<file path="src/hdl/cps_pkg.sv">
// Shared types and codes for the CPU process scheduler.
`default_nettype none
package cps_pkg;
  typedef enum logic [1:0] {
    CMD_READY  = 2'd0,
    CMD_REMOVE = 2'd1,
    CMD_SCHED  = 2'd2,
    CMD_EXPIRE = 2'd3
  } cmd_t;

  typedef enum logic [1:0] {
    POL_FCFS = 2'd0,
    POL_RR   = 2'd1,
    POL_PRIO = 2'd2,
    POL_RSVD = 2'd3
  } policy_t;

  typedef enum logic [1:0] {
    ST_ABSENT = 2'd0,
    ST_READY  = 2'd1,
    ST_RUN    = 2'd2,
    ST_RSVD   = 2'd3
  } tstate_t;

  typedef enum logic [3:0] {
    S_IDLE,
    S_DECODE,
    S_SCAN,
    S_DECIDE,
    S_RD_HEAD,
    S_DISPATCH,
    S_COMPACT,
    S_PUSH,
    S_OUT
  } fsm_t;

  // Fields are listed from the highest bit down, so running_valid lands in bit 0.
  typedef struct packed {
    logic [31:0] switch_count;
    logic [3:0] preempted_id;
    logic preempt_valid;
    logic switched;
    logic [3:0] running_id;
    logic running_valid;
  } result_t;
endpackage
`default_nettype wire

</file>
<file path="src/hdl/cps_compare.sv">
// Priority and stamp compare unit, used in the priority scan and in the check against the running task.
`default_nettype none
module cps_compare #(
  parameter int PRIO_BITS  = 8,
  parameter int STAMP_BITS = 32
) (
  input  wire logic [PRIO_BITS-1:0]  cand_prio,
  input  wire logic [STAMP_BITS-1:0] cand_stamp,
  input  wire logic [PRIO_BITS-1:0]  best_prio,
  input  wire logic [STAMP_BITS-1:0] best_stamp,
  output logic                       better,
  output logic                       prio_higher
);
  assign prio_higher = cand_prio > best_prio;
  assign better = prio_higher || (cand_prio == best_prio && cand_stamp < best_stamp);
endmodule
`default_nettype wire

</file>
<file path="src/hdl/cpu_process_scheduler.sv">
// Top level of the CPU process scheduler: sequencer, task table and ready queue.
// Commands are handled one at a time; s_tready is low while one is in work or a result waits.
// Make ready is handled in the decode step; remove runs the ready queue compaction.
// Schedule reads the queue head in queue order, or first runs the table scan in priority
// mode; table scan and queue compaction each go one entry per cycle. The result sits in an output
// register. Reset clears all task states, the queue count, the switch counter and the policy.
`default_nettype none
module cpu_process_scheduler #(
  parameter int MAX_TASKS  = 16,
  parameter int PRIO_BITS  = 8,
  parameter int STAMP_BITS = 32
) (
  input  wire logic        clk,
  input  wire logic        rst,
  input  wire logic        cfg_valid,
  output logic             cfg_ready,
  input  wire logic [1:0]  cfg_data,
  input  wire logic        s_tvalid,
  output logic             s_tready,
  // cmd[1:0], task_id[5:2], task_priority[13:6], now_cycle[45:14], zero fill
  input  wire logic [47:0] s_tdata,
  output logic             m_tvalid,
  input  wire logic        m_tready,
  // running_valid, running_id, switched, preempt_valid, preempted_id, switch_count, zero fill
  output logic [47:0]      m_tdata
);
  import cps_pkg::*;

  localparam int IW = (MAX_TASKS > 1) ? $clog2(MAX_TASKS) : 1;
  localparam int CW = $clog2(MAX_TASKS + 1);

  logic [1:0] tstate [MAX_TASKS];
  logic [PRIO_BITS-1:0] prio_mem [MAX_TASKS];
  logic [STAMP_BITS-1:0] stamp_mem [MAX_TASKS];
  logic [IW-1:0] fifo_mem [MAX_TASKS];

  fsm_t state, state_next;
  logic [1:0] policy;
  logic [1:0] cmd;
  logic [3:0] tid;
  logic [PRIO_BITS-1:0] tprio;
  logic [STAMP_BITS-1:0] now;
  logic [CW-1:0] fifo_count;
  logic cpu_busy;
  logic [IW-1:0] cpu_task;
  logic [31:0] switches;
  logic sw, pv;
  logic [IW-1:0] pid;
  logic [CW-1:0] scan;
  logic [CW-1:0] wptr;
  logic have_best;
  logic [IW-1:0] best;
  logic [PRIO_BITS-1:0] best_prio;
  logic [STAMP_BITS-1:0] best_stamp;
  logic [IW-1:0] rm_id;
  logic do_disp;
  logic [IW-1:0] disp_id;
  logic push_prev;
  logic [IW-1:0] prev;
  logic [PRIO_BITS-1:0] run_prio;
  logic better, prio_higher, run_lower;
  result_t res;

  logic [IW-1:0] scan_i;
  logic [IW-1:0] tid_i;
  logic tid_ok;
  assign scan_i = scan[IW-1:0];
  assign tid_ok = ({28'd0, tid} < 32'(MAX_TASKS));
  assign tid_i = IW'(tid);

  cps_compare #(.PRIO_BITS(PRIO_BITS), .STAMP_BITS(STAMP_BITS)) u_cmp (
    .cand_prio(prio_mem[scan_i]),
    .cand_stamp(stamp_mem[scan_i]),
    .best_prio(best_prio),
    .best_stamp(best_stamp),
    .better(better),
    .prio_higher(prio_higher)
  );
  cps_compare #(.PRIO_BITS(PRIO_BITS), .STAMP_BITS(STAMP_BITS)) u_cmp_run (
    .cand_prio(best_prio),
    .cand_stamp(best_stamp),
    .best_prio(run_prio),
    .best_stamp(best_stamp),
    .better(),
    .prio_higher(run_lower)
  );
  assign run_prio = prio_mem[cpu_task];

  assign s_tready = (state == S_IDLE) && !m_tvalid;
  assign cfg_ready = (state == S_IDLE);
  assign m_tdata = {5'b00000, res};

  always_comb begin
    state_next = state;
    case (state)
      S_IDLE: if (s_tvalid && s_tready) state_next = S_DECODE;
      S_DECODE: begin
        state_next = S_OUT;
        case (cmd)
          CMD_READY: state_next = S_OUT;
          CMD_REMOVE: if (tid_ok && tstate[tid_i] == ST_READY) state_next = S_COMPACT;
          default: begin
            if (cmd == CMD_SCHED || (policy == POL_RR && !cpu_busy)) begin
              if (policy == POL_PRIO) state_next = S_SCAN;
              else if (!cpu_busy && fifo_count != '0) state_next = S_RD_HEAD;
            end else if (policy == POL_RR && fifo_count != '0 &&
                         fifo_mem[0] != cpu_task) begin
              state_next = S_RD_HEAD;
            end
          end
        endcase
      end
      S_SCAN: if (scan == CW'(MAX_TASKS)) state_next = S_DECIDE;
      S_DECIDE: begin
        if (have_best && (!cpu_busy || run_lower)) state_next = S_DISPATCH;
        else state_next = S_OUT;
      end
      S_RD_HEAD: state_next = S_DISPATCH;
      S_DISPATCH: state_next = S_COMPACT;
      S_COMPACT: if (scan >= fifo_count) state_next = S_PUSH;
      S_PUSH: state_next = S_OUT;
      S_OUT: state_next = S_IDLE;
      default: state_next = S_IDLE;
    endcase
  end

  always_ff @(posedge clk) begin
    if (rst) begin
      state <= S_IDLE;
      policy <= POL_FCFS;
      fifo_count <= '0;
      cpu_busy <= 1'b0;
      cpu_task <= '0;
      switches <= '0;
      m_tvalid <= 1'b0;
      for (int i = 0; i < MAX_TASKS; i++) tstate[i] <= ST_ABSENT;
    end else begin
      state <= state_next;
      if (cfg_valid && cfg_ready) policy <= cfg_data;
      if (m_tvalid && m_tready) m_tvalid <= 1'b0;
      case (state)
        S_IDLE: begin
          if (s_tvalid && s_tready) begin
            cmd <= s_tdata[1:0];
            tid <= s_tdata[5:2];
            tprio <= PRIO_BITS'(s_tdata[13:6]);
            now <= STAMP_BITS'(s_tdata[45:14]);
            sw <= 1'b0;
            pv <= 1'b0;
            pid <= '0;
          end
        end
        S_DECODE: begin
          case (cmd)
            CMD_READY: begin
              if (tid_ok && tstate[tid_i] == ST_ABSENT) begin
                tstate[tid_i] <= ST_READY;
                prio_mem[tid_i] <= tprio;
                stamp_mem[tid_i] <= now;
                if (fifo_count < CW'(MAX_TASKS)) begin
                  fifo_mem[fifo_count[IW-1:0]] <= tid_i;
                  fifo_count <= fifo_count + 1'b1;
                end
              end
            end
            CMD_REMOVE: begin
              if (tid_ok) begin
                if (tstate[tid_i] == ST_READY) begin
                  rm_id <= tid_i;
                  do_disp <= 1'b0;
                  push_prev <= 1'b0;
                  scan <= '0;
                  wptr <= '0;
                end else if (tstate[tid_i] == ST_RUN) begin
                  cpu_busy <= 1'b0;
                  cpu_task <= '0;
                end
                tstate[tid_i] <= ST_ABSENT;
              end
            end
            default: begin
              if (cmd == CMD_SCHED || (policy == POL_RR && !cpu_busy)) begin
                if (policy == POL_PRIO) begin
                  scan <= '0;
                  have_best <= 1'b0;
                end else if (!cpu_busy && fifo_count != '0) begin
                  push_prev <= 1'b0;
                end
              end else if (policy == POL_RR && fifo_count != '0 &&
                           fifo_mem[0] != cpu_task) begin
                push_prev <= 1'b1;
                prev <= cpu_task;
              end
            end
          endcase
        end
        S_SCAN: begin
          if (scan != CW'(MAX_TASKS)) begin
            if (tstate[scan_i] == ST_READY && (!have_best || better)) begin
              have_best <= 1'b1;
              best <= scan_i;
              best_prio <= prio_mem[scan_i];
              best_stamp <= stamp_mem[scan_i];
            end
            scan <= scan + 1'b1;
          end
        end
        S_DECIDE: begin
          if (have_best && (!cpu_busy || run_lower)) begin
            disp_id <= best;
            push_prev <= cpu_busy;
            prev <= cpu_task;
          end
        end
        S_RD_HEAD: begin
          disp_id <= fifo_mem[0];
        end
        S_DISPATCH: begin
          rm_id <= disp_id;
          do_disp <= 1'b1;
          scan <= '0;
          wptr <= '0;
        end
        S_COMPACT: begin
          if (scan < fifo_count) begin
            if (fifo_mem[scan_i] != rm_id) begin
              fifo_mem[wptr[IW-1:0]] <= fifo_mem[scan_i];
              wptr <= wptr + 1'b1;
            end
            scan <= scan + 1'b1;
          end else begin
            fifo_count <= wptr;
          end
        end
        S_PUSH: begin
          if (push_prev) begin
            tstate[prev] <= ST_READY;
            stamp_mem[prev] <= now;
            fifo_mem[fifo_count[IW-1:0]] <= prev;
            fifo_count <= fifo_count + 1'b1;
            pv <= 1'b1;
            pid <= prev;
          end
          if (do_disp) begin
            tstate[rm_id] <= ST_RUN;
            cpu_busy <= 1'b1;
            cpu_task <= rm_id;
            switches <= switches + 1'b1;
            sw <= 1'b1;
          end
        end
        S_OUT: begin
          m_tvalid <= 1'b1;
          res.running_valid <= cpu_busy;
          res.running_id <= cpu_busy ? 4'(cpu_task) : 4'd0;
          res.switched <= sw;
          res.preempt_valid <= pv;
          res.preempted_id <= pv ? 4'(pid) : 4'd0;
          res.switch_count <= switches;
        end
        default: ;
      endcase
    end
  end

  assert property (@(posedge clk) disable iff (rst) (state != S_IDLE) |-> !s_tready)
    else $error("input accepted while busy");
  assert property (@(posedge clk) disable iff (rst) (fifo_count <= CW'(MAX_TASKS)))
    else $error("ready queue overflow");
  assert property (@(posedge clk) disable iff (rst)
      (m_tvalid && !m_tready) |=> (m_tvalid && $stable(m_tdata)))
    else $error("result changed while stalled");
endmodule
`default_nettype wire
</file>
<file path="config.mk">
export PLATFORM = sky130hd
export DESIGN_NAME = cpu_process_scheduler
export DESIGN_NICKNAME = d
export VERILOG_FILES = /design/src/hdl/cps_pkg.sv /design/src/hdl/cps_compare.sv /design/src/hdl/cpu_process_scheduler.sv
export SDC_FILE = /design/constraint.sdc
export NUM_CORES = 1
export LEC_CHECK = 0
export BUFFER_PORTS_ARGS = -buffer_cell sky130_fd_sc_hd__buf_4
export CAP_MARGIN = 15
export CELL_PAD_IN_SITES_DETAIL_PLACEMENT = 1
export CELL_PAD_IN_SITES_GLOBAL_PLACEMENT = 2
export CORE_MARGIN = 3
export CORE_UTILIZATION = 36
export CTS_BUF_LIST = sky130_fd_sc_hd__clkbuf_4 sky130_fd_sc_hd__clkbuf_8 sky130_fd_sc_hd__clkbuf_16
export DETAILED_ROUTE_END_ITERATION = 8
export GPL_ROUTABILITY_DRIVEN = 0
export HOLD_SLACK_MARGIN = 0.12
export PLACE_DENSITY_LB_ADDON = 0.1
export SYNTH_ARGS = -nofsm -noshare
export SYNTH_HDL_FRONTEND = slang
export SYNTH_SLANG_ARGS = --single-unit
</file>
<file path="constraint.sdc">
create_clock -name clk -period 10.8 [get_ports clk]
set_input_delay 0.54 -clock clk [delete_from_list [all_inputs] [get_ports clk]]
set_output_delay 0.54 -clock clk [all_outputs]
set_load 0.02 [all_outputs]
</file>
# [After elaboration in Yosys (flattened, before gate mapping)]
# Memory sizes are Yosys's and may differ from the RTL's. A register that Yosys moved wholly into a read port is not among the register bits.
# Cells that the tools add are included.
[totals] out_inout_bits=51 regBits=213 wordCells=279 latch_bits=0 mem_count=4 ram_bits=736 rom_bits=0
[mem_list] memory="stamp_mem" depth=16 width=32 read_ports=1 rd_ports_with_merged_regs=1 write_ports=1 line="cpu_process_scheduler.sv:34" rtl="logic [STAMP_BITS-1:0] stamp_mem [MAX_TASKS];"
[mem_list] memory="prio_mem" depth=16 width=8 read_ports=2 rd_ports_with_merged_regs=2 write_ports=1 line="cpu_process_scheduler.sv:33" rtl="logic [PRIO_BITS-1:0] prio_mem [MAX_TASKS];"
[mem_list] memory="fifo_mem" depth=16 width=4 read_ports=2 rd_ports_with_merged_regs=1 write_ports=1 line="cpu_process_scheduler.sv:35" rtl="logic [IW-1:0] fifo_mem [MAX_TASKS];"
[mem_list] memory="tstate" depth=16 width=2 read_ports=2 rd_ports_with_merged_regs=2 write_ports=16 line="cpu_process_scheduler.sv:32" rtl="logic [1:0] tstate [MAX_TASKS];"
[classes] eq_ne=50 n_mux=127 n_reduce_logical=54 shift=0 n_lt_le_gt_ge=6 div_mod_pow=0 addsub=4 mul=0 n_bitwise=3
[op_table] cell="$mux W4" count=36
[op_table] cell="$mux W5" count=13
[op_table] cell="$mux W1" count=55
[op_table] cell="$pmux W4 S2" count=6
[op_table] cell="$ne A2 B2 Y1 const B" count=23
[op_table] cell="$add A32 B1 Y32 const B" count=1
[op_table] cell="$lt A32 B32 Y1" count=1
[op_table] cell="$mux W32" count=1
[op_table] cell="$pmux W4 S8" count=1
[op_table] cell="$reduce_or A32 Y1" count=1
[op_table] cell="$pmux W5 S3" count=2
[op_table] cell="$pmux W5 S4" count=1
[op_table] cell="$reduce_and A6 Y1" count=3
[op_table] cell="$eq A4 B3 Y1 const B" count=4
[op_table] cell="$gt A8 B8 Y1" count=2
[op_table] cell="$reduce_and A4 Y1" count=4
[op_table] cell="$reduce_and A8 Y1" count=2
[op_table] cell="$add A5 B1 Y5 const B" count=3
[op_table] cell="$pmux W1 S2" count=7
[op_table] cell="$reduce_bool A2 Y1" count=7
[op_table] cell="$ne A4 B4 Y1 const B" count=3
[op_table] cell="$logic_and A1 B1 Y1" count=11
[op_table] cell="$pmux W5 S2" count=1
[op_table] cell="$ne A3 B3 Y1 const B" count=3
[op_table] cell="29 further kinds" count=53

# [Logic depth before layout (Yosys ltp)]
[logic_depth] ltp_word=10 ltp_mapped=15

# [Hierarchy]
# Synthesis repeated with hierarchy kept, for this count alone.
[hier_totals] cells_unflattened=2258 hier_area_um2=40308.7
[by_module_without_submodules] mod="cpu_process_scheduler" area_each_um2=38334.3 n_inst=1 seq_area_each_um2=27926.8 cells_per_inst=1986
[by_module_without_submodules] mod="cps_compare" area_each_um2=987.2 n_inst=2 seq_area_each_um2=0.0 cells_per_inst=136

# [Worst setup path before layout]
# OpenSTA, ideal clock, no wires.
[synth_timing] path_type="reg-to-reg" startpoint="reg (tool-made name)" endpoint="reg best[0] (enable)" t_required_ps=10328 stages_incl_launch_ff=14 arrival_time_ps=6038 setup_ps=472 path_slack_ps=4290 path_buffers=3 cell_sequence="dfxtp_1 buf_2 clkbuf_1 buf_1 mux4_2 mux4_2 ha_1 a21o_1 a21o_1 a21oi_1 nor2_1 o41ai_1 o211ai_1 a31oi_1"
[synth_rtl] element="to (signal assigned)" line="cpu_process_scheduler.sv:201" rtl="best <= scan_i;"
[synth_rtl] element="to (decl)" line="cpu_process_scheduler.sv:52" rtl="logic [IW-1:0] best;"

==> results.cfg <==
[power]
leakage_uw = 0.0151
cellPowerDensity_nw_per_um2 = 181
ir_drop_mv = 0.129

[layout]
areaGrowthSynthToFinish_pct = 17.4
fin_cells = 3923
fin_area_um2 = 46700
nFillCells = 10500
layout.nets = 2475
multiInputGateArea_um2 = 11300
n_antenna_cell = 0
drive_above_1_share_pct = 27.1
register_area_um2 = 27900

[yosys]
ys_seq_area_share_pct = 70.2
ys_types = 88
synth_compound_area_share_pct = 3.38
synth_xor_xnor_area_share_pct = 1.01
postSynth.asyncResetShare_pct = 0
synthMuxAreaShare_pct = 16.3
synthTopCellsByArea = edfxtp_1 66%, mux4_2 15%, dfxtp_1 4.7%, ha_1 1.8%, nor2_1 1.1%
synth_cells = 2160
yosysWarnings = 0
synth_edf_count = 868
netlist_area_um2 = 39800
yosysTopAreaCellShare_pct = 65.5
synth-adder-area-share_pct = 1.82
synth_top_family_by_area = multiplexers
synth_seq_cells = 961
syn_area_per_cell_um2 = 18.4
yosys.area_share.simple_pct = 5.29
yosys_most_used_dff = edfxtp_1
yosys.area.top_type = edfxtp_1

[critical_path]
cp_max_fo = 99
end_kind = flop
crit_arrival_ns = 6.26
critPathLaunchType = flop
required_ns = 11.11
path_class = reg -> reg

[flow_run]
cap_violations = 0

[sta]
finalSetupViolCount = 0
fin_crit_sh_pct = 55.1
period_needed_ns = 5.96
rsz0062_at_grt = no
final_max_slew_viol_count = 0
fin_tns_setup_ns = 0
fin_ws_ns = 4.84
fin_skew_ns = 0.0326
finalHoldViolCount = 0
max_freq_mhz = 168
timing.hold.ws_ns = 0.196
worst_slew_pin_slew_ns = 1.21
relSlewSlack_pct = 19.0

[clock_network]
holdBufCountCts = 52
numCtsBuffers = 107
cts_tree = built
cts_resized = 0
clockRootBuffer = clkbuf_16
htree_levels = 3
post_cts_buffers = 0
clockBufferDepth = 3
clk_latency_ns = 0.70
clkSinkCount = 961
clk_pin_slew_ns = 0.06

[drt]
drt-initial-drc-count = 1566
ant_nets = 0
wirelength_um = 105000
vias = 21000
first_pass_iters = 4
post_drt_wl_per_cell_um = 26.9
vias_per_cell = 5.34
drcViolationCount = 0

[global_routing]
overflow = 0
grt_pass1_wl_um = 155000
grt_max_degree = 145
grt_use_total_pct = 18.4
grt_pass1_vias = 22900
antenna_found_initial = 2

[floorplanning]
pin_count = 106
start_util_pct = 36.4
fp.dieH_um = 338
core_um2 = 109000
fp.dieW_um = 338
die-area_um2 = 115000
num_rows = 121

[placed_design]
postPlaceCellArea_um2 = 42500
place_ws_ns = 4.67
dp_hpwl_um = 60400
io_buffer_count = 98
dp.cells = 3676

[run_status]
outcome = finished clean

[worst_hold_path]
hold_class = in -> reg
==> where the power goes <==
part | switching [µW] | internal (µW) | total, µW
Sequential | 87.4 | 4090 | 4180
Combinational | 246 | 224 | 470
Clock | 1510 | 2290 | 3810
==> final cells by class <==
class,count,area share [%]
clock buffers,136,6.24
clock inverters,58,1.69
inverters,81,0.651
multi-input cells,1016,24.2
flip-flops and latches,961,59.8
well taps,1476,3.95
repair buffers,195,3.47
==> registers in the layout (all words and copies together), names as in the netlist, 5 cells and up, named ones only <==
signal      count
m_tdata        43
fifo_count      5
fifo_mem       64
tstate         32
stamp_mem     512
tprio           8
prio_mem      128
now            32
best_prio       8
switches       32
best_stamp     32
wptr            5
scan            5
==> critical path, stage by stage, from the launching register on <==
cell	delay, ns
dfxtp_4	0.96
buf_12	0.68
mux4_2	0.61
mux4_2	0.56
ha_1	0.32
a21o_1	0.16
a21o_1	0.17
a21oi_1	0.15
nor2_1	0.05
o41ai_1	0.31
o211ai_1	0.44
a31oi_4	0.28
buf_4	0.61
==> metal layers <==
layer / part of all wire (%) / wire, µm / track usage [%]
met5: 0 / 0 / 0
met4: 2.0 / 2080 / 4.86
met3: 3.8 / 4020 / 2.70
met2: 48 / 51100 / 30.0
met1: 46 / 48300 / 25.8
==> cell usage after synthesis, types with 28 or more instances <==
| cell | number |
|---|---|
| edfxtp_1 | 868 |
| mux4_2 | 263 |
| nor2_1 | 116 |
| dfxtp_1 | 93 |
| inv_1 | 80 |
| nand2_1 | 73 |
| ha_1 | 58 |
| a21oi_1 | 57 |
| clkbuf_1 | 52 |
| nand3_1 | 46 |
| xor2_1 | 31 |
| buf_1 | 28 |
| nor3_1 | 28 |
==> through the flow <==
stage / power, µW / util (%)
2_1_floorplan: 4530 / -
3_3_place_gp: 4710 / 38.8
3_5_place_dp: 4720 / 38.8
4_1_cts: 8580 / 42.7
5_1_grt: 8760 / 42.7
6_report: 8450 / 42.7
==> logic make-up after synthesis <==
family                   after synthesis
XOR/XNOR                              46
flip-flops                           961
adder cells (fa/ha/maj)               58
multiplexers                         306
other                                  1
AO/OA/AOI/OAI                        195
AND/OR/NAND/NOR                      406
buffers and inverters                187
==> cells in the final DEF (no fill, tap or decap), types with 11 or more instances in the layout <==
master,count
edfxtp_1,868
clkinv_1,17
ha_1,58
dlygate4sd3_1,52
mux2_2,17
mux4_2,263
o21ai_0,23
nor2_1,101
clkbuf_16,107
nor2_4,15
a31oi_1,11
xor2_1,31
mux2i_1,15
nand2b_1,16
nand4_1,19
nand3_1,46
and2_1,19
clkinv_2,13
a21oi_1,56
nand2_1,73
buf_4,141
bufinv_16,16
xnor2_1,15
dfxtp_1,88
inv_1,79
clkbuf_4,26
nor2b_1,11
a21o_1,15
nor3_1,28
==> final timing paths <==
check | endpoint | slack [ns] | cells past startpoint | from
hold reg to reg | m_tdata[5]$_DFFE_PP_ | 0.44 | 0 | sw$_DFFE_PP_
setup / recovery | best_stamp[1]$_DFFE_PP_ | 4.84 | 12 | flop
hold / removal | policy[0]$_SDFFE_PP0P_ | 0.20 | 4 | cfg_valid
setup reg to reg | best_stamp[1]$_DFFE_PP_ | 4.84 | 12 | flop
No activity file was read; power rests on OpenSTA's default activity.
